## src/design/iq_frame_row_demux_assert.svh

```systemverilog
`ifndef IQ_FRAME_ROW_DEMUX_ASSERT_SVH
`define IQ_FRAME_ROW_DEMUX_ASSERT_SVH

// same-cycle implication, checked on clk, off during reset
`define IQFRD_ASSERT_NOW(lbl, cond, prop, msg) \
    lbl: assert property (@(posedge clk) disable iff (!rst_n) (cond) |-> (prop)) \
        else $error(msg);

// next-cycle implication, checked on clk, off during reset
`define IQFRD_ASSERT_NEXT(lbl, cond, prop, msg) \
    lbl: assert property (@(posedge clk) disable iff (!rst_n) (cond) |=> (prop)) \
        else $error(msg);

`endif

```

## src/design/iqfrd_pkg.sv

```systemverilog
package iqfrd_pkg;

    localparam int BUFFER_BYTES   = 16777216;
    localparam int MAX_ROW_BYTES  = 4096;
    localparam int PAYLOAD_OFFSET = 17;

    localparam int ADDR_W  = 24;
    localparam int LEN_W   = 13;
    localparam int POS_W   = 5;
    localparam int BYTE_W  = 8;
    localparam int COUNT_W = 16;

    localparam int LEN_MAX = (MAX_ROW_BYTES < BUFFER_BYTES) ? MAX_ROW_BYTES : BUFFER_BYTES;

    localparam logic [POS_W-1:0] COUNT_HI_POS = POS_W'(14);
    localparam logic [POS_W-1:0] COUNT_LO_POS = POS_W'(15);
    localparam logic [POS_W-1:0] CHANNEL_POS  = POS_W'(16);
    localparam logic [POS_W-1:0] PAYLOAD_POS  = POS_W'(PAYLOAD_OFFSET);

    localparam logic [BYTE_W-1:0] CHAN_CODE_Q = BYTE_W'(1);
    localparam logic [BYTE_W-1:0] CHAN_CODE_I = BYTE_W'(16);

    localparam logic [LEN_W-1:0] ROW_LENGTH_RESET = LEN_W'(1024);
    localparam logic [LEN_W-1:0] ROW_COUNT_RESET  = LEN_W'(1);

    localparam logic CFG_ROW_LENGTH = 1'b0;
    localparam logic CFG_ROW_COUNT  = 1'b1;

    localparam int DIV_W     = $clog2(BUFFER_BYTES) + 1;
    localparam int DIV_CNT_W = $clog2(DIV_W);
    localparam logic [DIV_W-1:0] FIT_RESET =
        DIV_W'(BUFFER_BYTES / 1024);

    localparam int Q_DEPTH = 4;
    localparam int Q_PTR_W = $clog2(Q_DEPTH);
    localparam int Q_CNT_W = $clog2(Q_DEPTH + 1);

    localparam logic EVT_WRITE = 1'b0;
    localparam logic EVT_ERROR = 1'b1;

    typedef struct packed {
        logic              opcode;
        logic              packet_start;
        logic [BYTE_W-1:0] byte_value;
    } in_item_t;

    typedef struct packed {
        logic              event_kind;
        logic              buffer_select;
        logic [ADDR_W-1:0] write_address;
        logic [BYTE_W-1:0] data_value;
        logic              capture_done;
    } out_item_t;

    typedef enum logic [2:0] {
        CMD_START    = 3'd0,
        CMD_FRAME    = 3'd1,
        CMD_COUNT_HI = 3'd2,
        CMD_COUNT_LO = 3'd3,
        CMD_CHANNEL  = 3'd4,
        CMD_PAYLOAD  = 3'd5
    } cmd_kind_t;

    typedef struct packed {
        cmd_kind_t         kind;
        logic [BYTE_W-1:0] byte_value;
    } cmd_t;

    typedef struct packed {
        logic [LEN_W-1:0] len;
        logic [LEN_W-1:0] rows;
        logic             busy;
    } limits_t;

endpackage

```

## src/design/iqfrd_limits.sv

```systemverilog
module iqfrd_limits (
    input  logic                           clk,
    input  logic                           rst_n,
    input  logic                           cfg_en,
    input  logic                           cfg_index,
    input  logic [iqfrd_pkg::LEN_W-1:0]    cfg_data,
    output iqfrd_pkg::limits_t             lim
);

    logic [iqfrd_pkg::LEN_W-1:0]     row_length_reg;
    logic [iqfrd_pkg::LEN_W-1:0]     row_count_reg;
    logic                            busy_reg;
    logic [iqfrd_pkg::DIV_CNT_W-1:0] cnt_reg;
    logic [iqfrd_pkg::DIV_W-1:0]     dvd_reg;
    logic [iqfrd_pkg::LEN_W-1:0]     rem_reg;
    logic [iqfrd_pkg::DIV_W-1:0]     quo_reg;

    logic [iqfrd_pkg::LEN_W-1:0]     len_eff;
    logic [iqfrd_pkg::LEN_W-1:0]     rc_eff;
    logic [iqfrd_pkg::LEN_W:0]       trial;
    logic                            ge;
    logic [iqfrd_pkg::LEN_W:0]       diff;
    logic [iqfrd_pkg::LEN_W-1:0]     rem_next;
    logic [iqfrd_pkg::DIV_W-1:0]     quo_next;

    always_comb
    begin
        if (row_length_reg == '0)
        begin
            len_eff = iqfrd_pkg::LEN_W'(1);
        end
        else if (row_length_reg > iqfrd_pkg::LEN_W'(iqfrd_pkg::LEN_MAX))
        begin
            len_eff = iqfrd_pkg::LEN_W'(iqfrd_pkg::LEN_MAX);
        end
        else
        begin
            len_eff = row_length_reg;
        end
        rc_eff = (row_count_reg == '0) ? iqfrd_pkg::LEN_W'(1) : row_count_reg;
    end

    // one quotient bit of BUFFER_BYTES / row length per cycle
    always_comb
    begin
        trial    = {rem_reg, dvd_reg[iqfrd_pkg::DIV_W-1]};
        ge       = (trial >= {1'b0, len_eff});
        diff     = trial - {1'b0, len_eff};
        rem_next = ge ? diff[iqfrd_pkg::LEN_W-1:0] : trial[iqfrd_pkg::LEN_W-1:0];
        quo_next = {quo_reg[iqfrd_pkg::DIV_W-2:0], ge};
    end

    always_ff @(posedge clk or negedge rst_n)
    begin
        if (!rst_n)
        begin
            row_length_reg <= iqfrd_pkg::ROW_LENGTH_RESET;
            row_count_reg  <= iqfrd_pkg::ROW_COUNT_RESET;
            busy_reg       <= 1'b0;
            cnt_reg        <= '0;
            dvd_reg        <= '0;
            rem_reg        <= '0;
            quo_reg        <= iqfrd_pkg::FIT_RESET;
        end
        else
        begin
            if (cfg_en)
            begin
                if (cfg_index == iqfrd_pkg::CFG_ROW_LENGTH)
                begin
                    row_length_reg <= cfg_data;
                end
                else
                begin
                    row_count_reg <= cfg_data;
                end
                busy_reg <= 1'b1;
                cnt_reg  <= '0;
                dvd_reg  <= iqfrd_pkg::DIV_W'(iqfrd_pkg::BUFFER_BYTES);
                rem_reg  <= '0;
                quo_reg  <= '0;
            end
            else if (busy_reg)
            begin
                dvd_reg <= {dvd_reg[iqfrd_pkg::DIV_W-2:0], 1'b0};
                rem_reg <= rem_next;
                quo_reg <= quo_next;
                cnt_reg <= cnt_reg + iqfrd_pkg::DIV_CNT_W'(1);
                if (cnt_reg == iqfrd_pkg::DIV_CNT_W'(iqfrd_pkg::DIV_W - 1))
                begin
                    busy_reg <= 1'b0;
                end
            end
        end
    end

    always_comb
    begin
        lim.len  = len_eff;
        lim.busy = busy_reg;
        if (quo_reg < iqfrd_pkg::DIV_W'(rc_eff))
        begin
            lim.rows = quo_reg[iqfrd_pkg::LEN_W-1:0];
        end
        else
        begin
            lim.rows = rc_eff;
        end
    end

endmodule

```

## src/design/iqfrd_front.sv

```systemverilog
module iqfrd_front (
    input  logic                clk,
    input  logic                rst_n,
    input  logic                in_valid,
    input  iqfrd_pkg::in_item_t in_data,
    input  logic                q_full,
    output logic                in_ready,
    output logic                push,
    output iqfrd_pkg::cmd_t     push_cmd
);

    logic [iqfrd_pkg::POS_W-1:0] pos_reg;
    logic [iqfrd_pkg::POS_W-1:0] pos_next;
    logic [iqfrd_pkg::POS_W-1:0] pos;
    logic                        accept;
    logic                        keep;

    assign in_ready = !q_full;
    assign accept   = in_valid && in_ready;

    always_comb
    begin
        pos = in_data.packet_start ? '0 : pos_reg;
        if (pos >= iqfrd_pkg::PAYLOAD_POS)
        begin
            pos_next = iqfrd_pkg::PAYLOAD_POS;
        end
        else
        begin
            pos_next = pos + iqfrd_pkg::POS_W'(1);
        end

        keep                = 1'b1;
        push_cmd.byte_value = in_data.byte_value;
        push_cmd.kind       = iqfrd_pkg::CMD_FRAME;
        if (in_data.opcode)
        begin
            push_cmd.kind = iqfrd_pkg::CMD_START;
            pos_next      = iqfrd_pkg::PAYLOAD_POS;
        end
        else if (pos == iqfrd_pkg::COUNT_HI_POS)
        begin
            push_cmd.kind = iqfrd_pkg::CMD_COUNT_HI;
        end
        else if (pos == iqfrd_pkg::COUNT_LO_POS)
        begin
            push_cmd.kind = iqfrd_pkg::CMD_COUNT_LO;
        end
        else if (pos == iqfrd_pkg::CHANNEL_POS)
        begin
            push_cmd.kind = iqfrd_pkg::CMD_CHANNEL;
        end
        else if (pos == iqfrd_pkg::PAYLOAD_POS)
        begin
            push_cmd.kind = iqfrd_pkg::CMD_PAYLOAD;
        end
        else
        begin
            // drop header bytes; keep only the frame start marker
            keep = in_data.packet_start;
        end
    end

    assign push = accept && keep;

    always_ff @(posedge clk or negedge rst_n)
    begin
        if (!rst_n)
        begin
            pos_reg <= '0;
        end
        else if (accept)
        begin
            pos_reg <= pos_next;
        end
    end

endmodule

```

## src/design/iqfrd_queue.sv

```systemverilog
module iqfrd_queue (
    input  logic            clk,
    input  logic            rst_n,
    input  logic            push,
    input  iqfrd_pkg::cmd_t push_cmd,
    input  logic            pop_ready,
    output logic            full,
    output logic            cmd_valid,
    output iqfrd_pkg::cmd_t cmd
);

    iqfrd_pkg::cmd_t               slot_reg [iqfrd_pkg::Q_DEPTH];
    logic [iqfrd_pkg::Q_PTR_W-1:0] wr_ptr_reg;
    logic [iqfrd_pkg::Q_PTR_W-1:0] rd_ptr_reg;
    logic [iqfrd_pkg::Q_CNT_W-1:0] cnt_reg;
    logic                          pop;

    assign full      = (cnt_reg == iqfrd_pkg::Q_CNT_W'(iqfrd_pkg::Q_DEPTH));
    assign cmd_valid = (cnt_reg != '0);
    assign cmd       = slot_reg[rd_ptr_reg];
    assign pop       = cmd_valid && pop_ready;

    always_ff @(posedge clk)
    begin
        if (push)
        begin
            slot_reg[wr_ptr_reg] <= push_cmd;
        end
    end

    always_ff @(posedge clk or negedge rst_n)
    begin
        if (!rst_n)
        begin
            wr_ptr_reg <= '0;
            rd_ptr_reg <= '0;
            cnt_reg    <= '0;
        end
        else
        begin
            if (push)
            begin
                wr_ptr_reg <= wr_ptr_reg + iqfrd_pkg::Q_PTR_W'(1);
            end
            if (pop)
            begin
                rd_ptr_reg <= rd_ptr_reg + iqfrd_pkg::Q_PTR_W'(1);
            end
            if (push && !pop)
            begin
                cnt_reg <= cnt_reg + iqfrd_pkg::Q_CNT_W'(1);
            end
            else if (pop && !push)
            begin
                cnt_reg <= cnt_reg - iqfrd_pkg::Q_CNT_W'(1);
            end
        end
    end

endmodule

```

## src/design/iqfrd_back.sv

```systemverilog
module iqfrd_back (
    input  logic                 clk,
    input  logic                 rst_n,
    input  logic                 cmd_valid,
    input  iqfrd_pkg::cmd_t      cmd,
    input  iqfrd_pkg::limits_t   lim,
    input  logic                 out_ready,
    output logic                 cmd_ready,
    output logic                 out_valid,
    output iqfrd_pkg::out_item_t out_data
);

    logic [iqfrd_pkg::BYTE_W-1:0]  latch_reg,    latch_next;
    logic [iqfrd_pkg::COUNT_W-1:0] exp_reg,      exp_next;
    logic                          init_reg,     init_next;
    logic                          accepted_reg, accepted_next;
    logic                          chan_reg,     chan_next;
    logic                          active_reg,   active_next;
    logic [iqfrd_pkg::LEN_W-1:0]   fill_reg      [2];
    logic [iqfrd_pkg::LEN_W-1:0]   fill_next     [2];
    logic [iqfrd_pkg::ADDR_W-1:0]  base_reg      [2];
    logic [iqfrd_pkg::ADDR_W-1:0]  base_next     [2];
    logic [iqfrd_pkg::LEN_W-1:0]   rows_done_reg [2];
    logic [iqfrd_pkg::LEN_W-1:0]   rows_done_next[2];
    logic                          out_valid_reg, out_valid_next;
    iqfrd_pkg::out_item_t          out_data_reg,  out_data_next;

    logic                          take;
    logic                          res_valid;
    logic                          c;
    logic [iqfrd_pkg::COUNT_W-1:0] cnt;
    logic                          q_ok;
    logic                          i_ok;
    logic [iqfrd_pkg::LEN_W-1:0]   fill_inc;

    assign cmd_ready = !lim.busy && (!out_valid_reg || out_ready);
    assign take      = cmd_valid && cmd_ready;
    assign out_valid = out_valid_reg;
    assign out_data  = out_data_reg;

    always_comb
    begin
        latch_next     = latch_reg;
        exp_next       = exp_reg;
        init_next      = init_reg;
        accepted_next  = accepted_reg;
        chan_next      = chan_reg;
        active_next    = active_reg;
        fill_next      = fill_reg;
        base_next      = base_reg;
        rows_done_next = rows_done_reg;
        res_valid      = 1'b0;
        out_data_next  = out_data_reg;

        c        = chan_reg;
        cnt      = {latch_reg, cmd.byte_value};
        q_ok     = (cmd.byte_value == iqfrd_pkg::CHAN_CODE_Q) && (rows_done_reg[1] < lim.rows);
        i_ok     = (cmd.byte_value == iqfrd_pkg::CHAN_CODE_I) && (rows_done_reg[0] < lim.rows);
        fill_inc = fill_reg[c] + iqfrd_pkg::LEN_W'(1);

        if (take)
        begin
            if (cmd.kind == iqfrd_pkg::CMD_START)
            begin
                latch_next     = '0;
                exp_next       = '0;
                init_next      = 1'b0;
                accepted_next  = 1'b0;
                chan_next      = 1'b0;
                active_next    = 1'b1;
                fill_next      = '{default: '0};
                base_next      = '{default: '0};
                rows_done_next = '{default: '0};
            end
            else if (active_reg)
            begin
                unique case (cmd.kind)
                    iqfrd_pkg::CMD_FRAME:
                    begin
                        accepted_next = 1'b0;
                    end
                    iqfrd_pkg::CMD_COUNT_HI:
                    begin
                        latch_next = cmd.byte_value;
                    end
                    iqfrd_pkg::CMD_COUNT_LO:
                    begin
                        if (!init_reg)
                        begin
                            init_next     = 1'b1;
                            exp_next      = cnt;
                            accepted_next = 1'b1;
                        end
                        else
                        begin
                            accepted_next = (cnt == exp_reg);
                        end
                    end
                    iqfrd_pkg::CMD_CHANNEL:
                    begin
                        if (accepted_reg)
                        begin
                            if (q_ok || i_ok)
                            begin
                                chan_next = q_ok;
                                exp_next  = exp_reg + iqfrd_pkg::COUNT_W'(1);
                            end
                            else
                            begin
                                accepted_next               = 1'b0;
                                active_next                 = 1'b0;
                                res_valid                   = 1'b1;
                                out_data_next.event_kind    = iqfrd_pkg::EVT_ERROR;
                                out_data_next.buffer_select =
                                    (cmd.byte_value == iqfrd_pkg::CHAN_CODE_Q);
                                out_data_next.write_address = '0;
                                out_data_next.data_value    = cmd.byte_value;
                                out_data_next.capture_done  = 1'b0;
                            end
                        end
                    end
                    iqfrd_pkg::CMD_PAYLOAD:
                    begin
                        if (accepted_reg)
                        begin
                            if (rows_done_reg[c] >= lim.rows)
                            begin
                                accepted_next = 1'b0;
                            end
                            else
                            begin
                                res_valid                   = 1'b1;
                                out_data_next.event_kind    = iqfrd_pkg::EVT_WRITE;
                                out_data_next.buffer_select = c;
                                out_data_next.write_address = base_reg[c] +
                                    iqfrd_pkg::ADDR_W'(fill_reg[c]);
                                out_data_next.data_value    = cmd.byte_value;
                                out_data_next.capture_done  = 1'b0;
                                fill_next[c]                = fill_inc;
                                if (fill_inc >= lim.len)
                                begin
                                    rows_done_next[c] = rows_done_reg[c] + iqfrd_pkg::LEN_W'(1);
                                    base_next[c]      = base_reg[c] + iqfrd_pkg::ADDR_W'(lim.len);
                                    fill_next[c]      = '0;
                                    accepted_next     = 1'b0;
                                    if ((rows_done_next[0] >= lim.rows) &&
                                        (rows_done_next[1] >= lim.rows))
                                    begin
                                        out_data_next.capture_done = 1'b1;
                                        active_next                = 1'b0;
                                    end
                                end
                            end
                        end
                    end
                    default:
                    begin
                        accepted_next = accepted_reg;
                    end
                endcase
            end
        end

        if (res_valid)
        begin
            out_valid_next = 1'b1;
        end
        else if (out_ready)
        begin
            out_valid_next = 1'b0;
        end
        else
        begin
            out_valid_next = out_valid_reg;
        end
    end

    always_ff @(posedge clk)
    begin
        if (res_valid)
        begin
            out_data_reg <= out_data_next;
        end
    end

    always_ff @(posedge clk or negedge rst_n)
    begin
        if (!rst_n)
        begin
            latch_reg     <= '0;
            exp_reg       <= '0;
            init_reg      <= 1'b0;
            accepted_reg  <= 1'b0;
            chan_reg      <= 1'b0;
            active_reg    <= 1'b0;
            fill_reg      <= '{default: '0};
            base_reg      <= '{default: '0};
            rows_done_reg <= '{default: '0};
            out_valid_reg <= 1'b0;
        end
        else
        begin
            latch_reg     <= latch_next;
            exp_reg       <= exp_next;
            init_reg      <= init_next;
            accepted_reg  <= accepted_next;
            chan_reg      <= chan_next;
            active_reg    <= active_next;
            fill_reg      <= fill_next;
            base_reg      <= base_next;
            rows_done_reg <= rows_done_next;
            out_valid_reg <= out_valid_next;
        end
    end

endmodule

```

## src/design/iq_frame_row_demux.sv

```systemverilog
// channel   direction  handshake              payload
// in        sink       in_valid / in_ready    in_item_t  (opcode, packet_start, byte)
// out       source     out_valid / out_ready  out_item_t (buffer write or channel error)
// cfg       sink       cfg_en                 cfg_index, cfg_data (row_length, row_count)
//
// One byte per cycle while the queue has room; a result passes the queue and the output register.
// The front tracks the byte position and feeds a four-entry command queue to the back,
// which retires one command per cycle while the output register is free or being taken.
// A configuration write runs a bit-serial divide for the rows that fit the buffer; the back
// holds while it runs, and the front keeps accepting until the queue is full.
// Reset is asynchronous and clears all control state at once; no clearing pass.
`include "iq_frame_row_demux_assert.svh"

module iq_frame_row_demux (
    input  logic                          clk,
    input  logic                          rst_n,
    input  logic                          in_valid,
    output logic                          in_ready,
    input  iqfrd_pkg::in_item_t           in_data,
    output logic                          out_valid,
    input  logic                          out_ready,
    output iqfrd_pkg::out_item_t          out_data,
    input  logic                          cfg_en,
    input  logic                          cfg_index,
    input  logic [iqfrd_pkg::LEN_W-1:0]   cfg_data
);

    iqfrd_pkg::limits_t lim;
    iqfrd_pkg::cmd_t    push_cmd;
    iqfrd_pkg::cmd_t    cmd;
    logic               push;
    logic               q_full;
    logic               cmd_valid;
    logic               cmd_ready;

    iqfrd_limits u_limits (
        .clk       (clk),
        .rst_n     (rst_n),
        .cfg_en    (cfg_en),
        .cfg_index (cfg_index),
        .cfg_data  (cfg_data),
        .lim       (lim)
    );

    iqfrd_front u_front (
        .clk      (clk),
        .rst_n    (rst_n),
        .in_valid (in_valid),
        .in_data  (in_data),
        .q_full   (q_full),
        .in_ready (in_ready),
        .push     (push),
        .push_cmd (push_cmd)
    );

    iqfrd_queue u_queue (
        .clk       (clk),
        .rst_n     (rst_n),
        .push      (push),
        .push_cmd  (push_cmd),
        .pop_ready (cmd_ready),
        .full      (q_full),
        .cmd_valid (cmd_valid),
        .cmd       (cmd)
    );

    iqfrd_back u_back (
        .clk       (clk),
        .rst_n     (rst_n),
        .cmd_valid (cmd_valid),
        .cmd       (cmd),
        .lim       (lim),
        .out_ready (out_ready),
        .cmd_ready (cmd_ready),
        .out_valid (out_valid),
        .out_data  (out_data)
    );

    `IQFRD_ASSERT_NEXT(a_cfg_starts_divide, cfg_en, lim.busy, "divide did not start after write")
    `IQFRD_ASSERT_NOW(a_hold_while_divide, lim.busy, !cmd_ready, "back ran during divide")
    `IQFRD_ASSERT_NOW(a_error_fields, out_valid && (out_data.event_kind == iqfrd_pkg::EVT_ERROR), (out_data.write_address == '0) && !out_data.capture_done, "malformed error result")

endmodule

```

## config.mk

```make
export PLATFORM = sky130hd
export DESIGN_NAME = iq_frame_row_demux
export DESIGN_NICKNAME = d
export VERILOG_FILES = /design/src/design/iqfrd_pkg.sv /design/src/design/iqfrd_limits.sv /design/src/design/iqfrd_front.sv /design/src/design/iqfrd_queue.sv /design/src/design/iqfrd_back.sv /design/src/design/iq_frame_row_demux.sv
export VERILOG_INCLUDE_DIRS = /design/src /design/src/design
export SDC_FILE = /design/constraint.sdc
export NUM_CORES = 1
export LEC_CHECK = 0
export ABC_AREA = 1
export BUFFER_PORTS_ARGS = -buffer_cell sky130_fd_sc_hd__buf_4
export CAP_MARGIN = 20
export CELL_PAD_IN_SITES_DETAIL_PLACEMENT = 0
export CELL_PAD_IN_SITES_GLOBAL_PLACEMENT = 1
export CORE_UTILIZATION = 43
export DETAILED_ROUTE_END_ITERATION = 6
export PLACE_DENSITY_LB_ADDON = 0.1
export SYNTH_ARGS = -nofsm -noshare
export SYNTH_HDL_FRONTEND = slang
export SYNTH_SLANG_ARGS = --single-unit
```

## constraint.sdc

```tcl
create_clock -name clk -period 5.06 [get_ports clk]
set_clock_uncertainty 0.2 [all_clocks]
set_input_delay 0.506 -clock clk [delete_from_list [all_inputs] [get_ports clk]]
set_output_delay 0.506 -clock clk [all_outputs]
set_load 0.03 [all_outputs]
```

==> out/qor.yml <==
run_status:
  status: "finished clean"
clock_tree:
  clock_sink_count: 291
  cts_tree: "built"
  path_clk_slew_ns: 0.06
  clk_path_buf_depth: 3
  insertion_delay_ns: 0.56
  cts_htree_levels: 2
  cts-buffers-inserted: 37
  clock-root-buffer: "clkbuf_16"
synthesis:
  netlist_instances: 2334
  async_flop_share_pct: 72.85
  avgSynthCellArea_um2: 7.811
  ys_seq_elements: 291
  seq_area_frac_synth_pct: 42.13
  synth_area_um2: 18230
  synthDistinctLibCells: 57
  ys.flop_type: "dfrtp_1"
  synth_fp_nets: 2488
  synth_commonest_cells: "nand2_1, inv_1, o21ai_0"
  synth-edff-count: 79
  ys_top_cells_by_area: "dfrtp_1, edfxtp_1, nand2_1"
  yosys.area.top_type_share_pct: 28.69
  yosysMostFrequentCell: "nand2_1"
  yosysTopAreaCell: "dfrtp_1"
  synth_warnings: 0
power_and_ir_drop:
  seq_power_share_pct: 36.1
  p_int_mw: 5.047
  switching_share_pct: 34.26
  p_switching_mw: 2.630
  peakVddDrop_mv: 0.3121
  p_comb_share_pct: 27.5
  p_leak_nw: 9.982
  p_per_area_nw_per_um2: 367.3
  p_clk_share_pct: 36.4
worst_setup_path:
  path_buf_inv: 3
  crit_path_max_fanout: 30
  cp_data_required_time_ns: 5.31
  startpoint_type: "flop"
  crit_slowest_cell: "dfrtp_4"
  path_class: "reg2reg"
  cp-end-kind: "flop"
  slowest_delay_ns: 0.61
  path_delay_family: "simple AND/OR/NAND/NOR gates"
  cp-startpoint: "u_back.c"
  path_cells: "buf_4 > o21ai_1 > ha_1 > inv_1 > nor2_1 > nand3_1 > nand3b_1 > nor2_1 > nand4_1 > xor2_1 > o21ai_0 > ha_1 > inv_1 > nor2_1 > nand2_1 > nor3_1 > nand2_1 > nand3_1 > nand3_1 > o21bai_1 > nand2_1 > nand2_1 > nand2_1"
  reg2reg_from: "u_back.c"
  crit_top_cell: "nand2_1"
  crit_arrival_ns: 4.92
global_route:
  grt-ovfl-total: 0
  grt_use_total_pct: 24.58
  grt_pass1_vias: 15510
  grt_pass1_wl_um: 84190
  grt_max_degree: 112
  grt_antenna_before_repair: 0
sta:
  slew_headroom_pct: 34.02
  period_share_pct: 92.36
  worst_pin_slew_ns: 0.9861
  fin_crit_ns: 4.674
  fin_setup_tns_ns: 0
  grt_setup_unrepaired: "false"
  max_freq_mhz: 214.0
  hold_viol: 0
  finalMaxSlewViolations: 0
  setup_viol: 0
placed_design:
  port_buffers: 65
  dpl.hpwl_um: 37170
  place_area_um2: 19500
  gp_congestion: 0.8743
detailed_routing:
  ant_nets: 0
  post_drt_wl_per_cell_um: 17.20
  route.detailed.drc: 0
  routed_wl_um: 51520
  vias: 15790
  firstDrtPassIters: 6
  via_per_inst: 5.273
  drt_iter0_drc: 1102
layout:
  diodes: 0
  area_growth_pct: 14.63
  largest_register_ffs: 48
  fin_area_um2: 20900
  finalNetCount: 2582
  drive_above_1_share_pct: 9.487
die:
  initial_utilization_pct: 43.56
  die_width_um: 207.9
  design.core.area_um2: 41850
  dieArea_um2: 43230
  rows: 75
  die_y_um: 207.9
  io_pins: 66
worst_hold_path:
  hold_class: "in2reg"
  holdCritStartpoint: "cfg_data[0]"
run:
  cap_violations: 0
## metal layers
| layer | part of all wire [%] | global-route usage (%) | wire [µm] | up-vias |
|---|---|---|---|---|
| met3 | 4.8 | 3.577 | 2459 | 62 |
| met4 | 1.7 | 6.232 | 891 | 0 |
| met1 | 49 | 35.27 | 25370 | 7488 |
| met5 | 0 | 0 | 0 | - |
| met2 | 44 | 38.93 | 22810 | 340 |
| li1 | - | - | - | 7903 |
## kinds of logic after synthesis
kind of cell,count (synthesis),share of synthesized area [%]
fa+ha+maj,125,8.743
mux,1,0.06176
compound gates,511,15.43
buf+inv,413,8.826
flops,291,42.13
xor+xnor,71,3.411
simple gates,922,21.40
## worst paths after layout
path | slack [ns] | cells after the start | to
worst min register to register | 0.27 | 2 | u_back.base_reg[46]
worst max register to register | 0.39 | 23 | u_back.active_reg
worst max-delay path | 0.39 | 23 | u_back.active_reg
max in group asynchronous | 3.12 | 3 | u_limits.rem_reg[12]
min in group asynchronous | 0.38 | 2 | u_back.rows_done_reg[9]
worst min-delay path | 0.07 | 3 | u_limits.row_count_reg[0]
## power groups by stage
stage	Sequential [mW]	Clock (mW)	Combinational [mW]
global route	2.80	2.94	2.40
CTS	2.77	2.86	2.11
finish	2.77	2.80	2.11
global placement	2.81	0	2.07
detailed placement	2.82	0	2.09
floorplan	2.78	0	1.47
## final cells by class
class | instances | area [µm²]
Multi-Input combinational cell | 1630 | 8947
Inverter | 340 | 1279
Sequential cell | 291 | 7685
Clock inverter | 17 | 245.2
Timing Repair Buffer | 128 | 1033
Fill cell | 4153 | 20950
Clock buffer | 50 | 1035
Tap cell | 539 | 674.4
## through the flow
step	power (mW)	setup slack, ns	utilization (%)	hold WS (ns)	cells
2_1_floorplan	4.247	0.004708	-	0.01041	2334
3_3_place_gp	4.879	0.4277	46.60	0.2505	2917
3_5_place_dp	4.908	0.3612	46.60	0.2585	2917
4_1_cts	7.742	0.3676	49.92	0.05134	2995
5_1_grt	8.144	0.02169	49.93	0.07984	2995
6_report	7.677	0.3865	49.93	0.07223	2995
## timing repair
item / CTS / global route
hold buffers: 11 / 0
endpoints found under the hold margin: 135 / 0
endpoints found under the setup margin: 0 / 5
resized for setup: 0 / 4
setup buffers: 0 / 0
## placed cells by master (no fill, tap or decap), types with 7 or more instances in the layout
| master | netlist | final |
|---|---|---|
| o21ai_1 | 56 | 58 |
| clkbuf_16 | 0 | 37 |
| nand3b_1 | 8 | 8 |
| dfrtp_1 | 209 | 208 |
| clkbuf_1 | 45 | 7 |
| ha_1 | 121 | 121 |
| dlygate4sd3_1 | 0 | 11 |
| edfxtp_1 | 79 | 79 |
| nor3_1 | 26 | 26 |
| inv_1 | 323 | 322 |
| nand4_1 | 23 | 23 |
| o211ai_1 | 8 | 8 |
| or2_2 | 9 | 9 |
| o21ai_2 | 10 | 10 |
| o21ai_0 | 242 | 240 |
| nand2_1 | 523 | 523 |
| a21oi_1 | 106 | 106 |
| xnor2_1 | 16 | 16 |
| a32oi_1 | 7 | 7 |
| o22ai_1 | 44 | 44 |
| buf_4 | 5 | 113 |
| nand2_2 | 8 | 7 |
| inv_2 | 11 | 12 |
| nand3_1 | 119 | 119 |
| xor2_1 | 55 | 55 |
| nor2_1 | 179 | 179 |
## worst reg2reg max path, cell delays in order (launching register included)
cell and delay, ns:
dfrtp_4 0.61, buf_4 0.27, o21ai_1 0.34, ha_1 0.21
inv_1 0.06, nor2_1 0.27, nand3_1 0.17, nand3b_1 0.26
nor2_1 0.23, nand4_1 0.13, xor2_1 0.24, o21ai_0 0.16
ha_1 0.30, inv_1 0.05, nor2_1 0.15, nand2_1 0.09
nor3_1 0.19, nand2_1 0.07, nand3_1 0.07, nand3_1 0.16
o21bai_1 0.17, nand2_1 0.07, nand2_1 0.06, nand2_1 0.05
No activity file was read; power rests on OpenSTA's default activity.
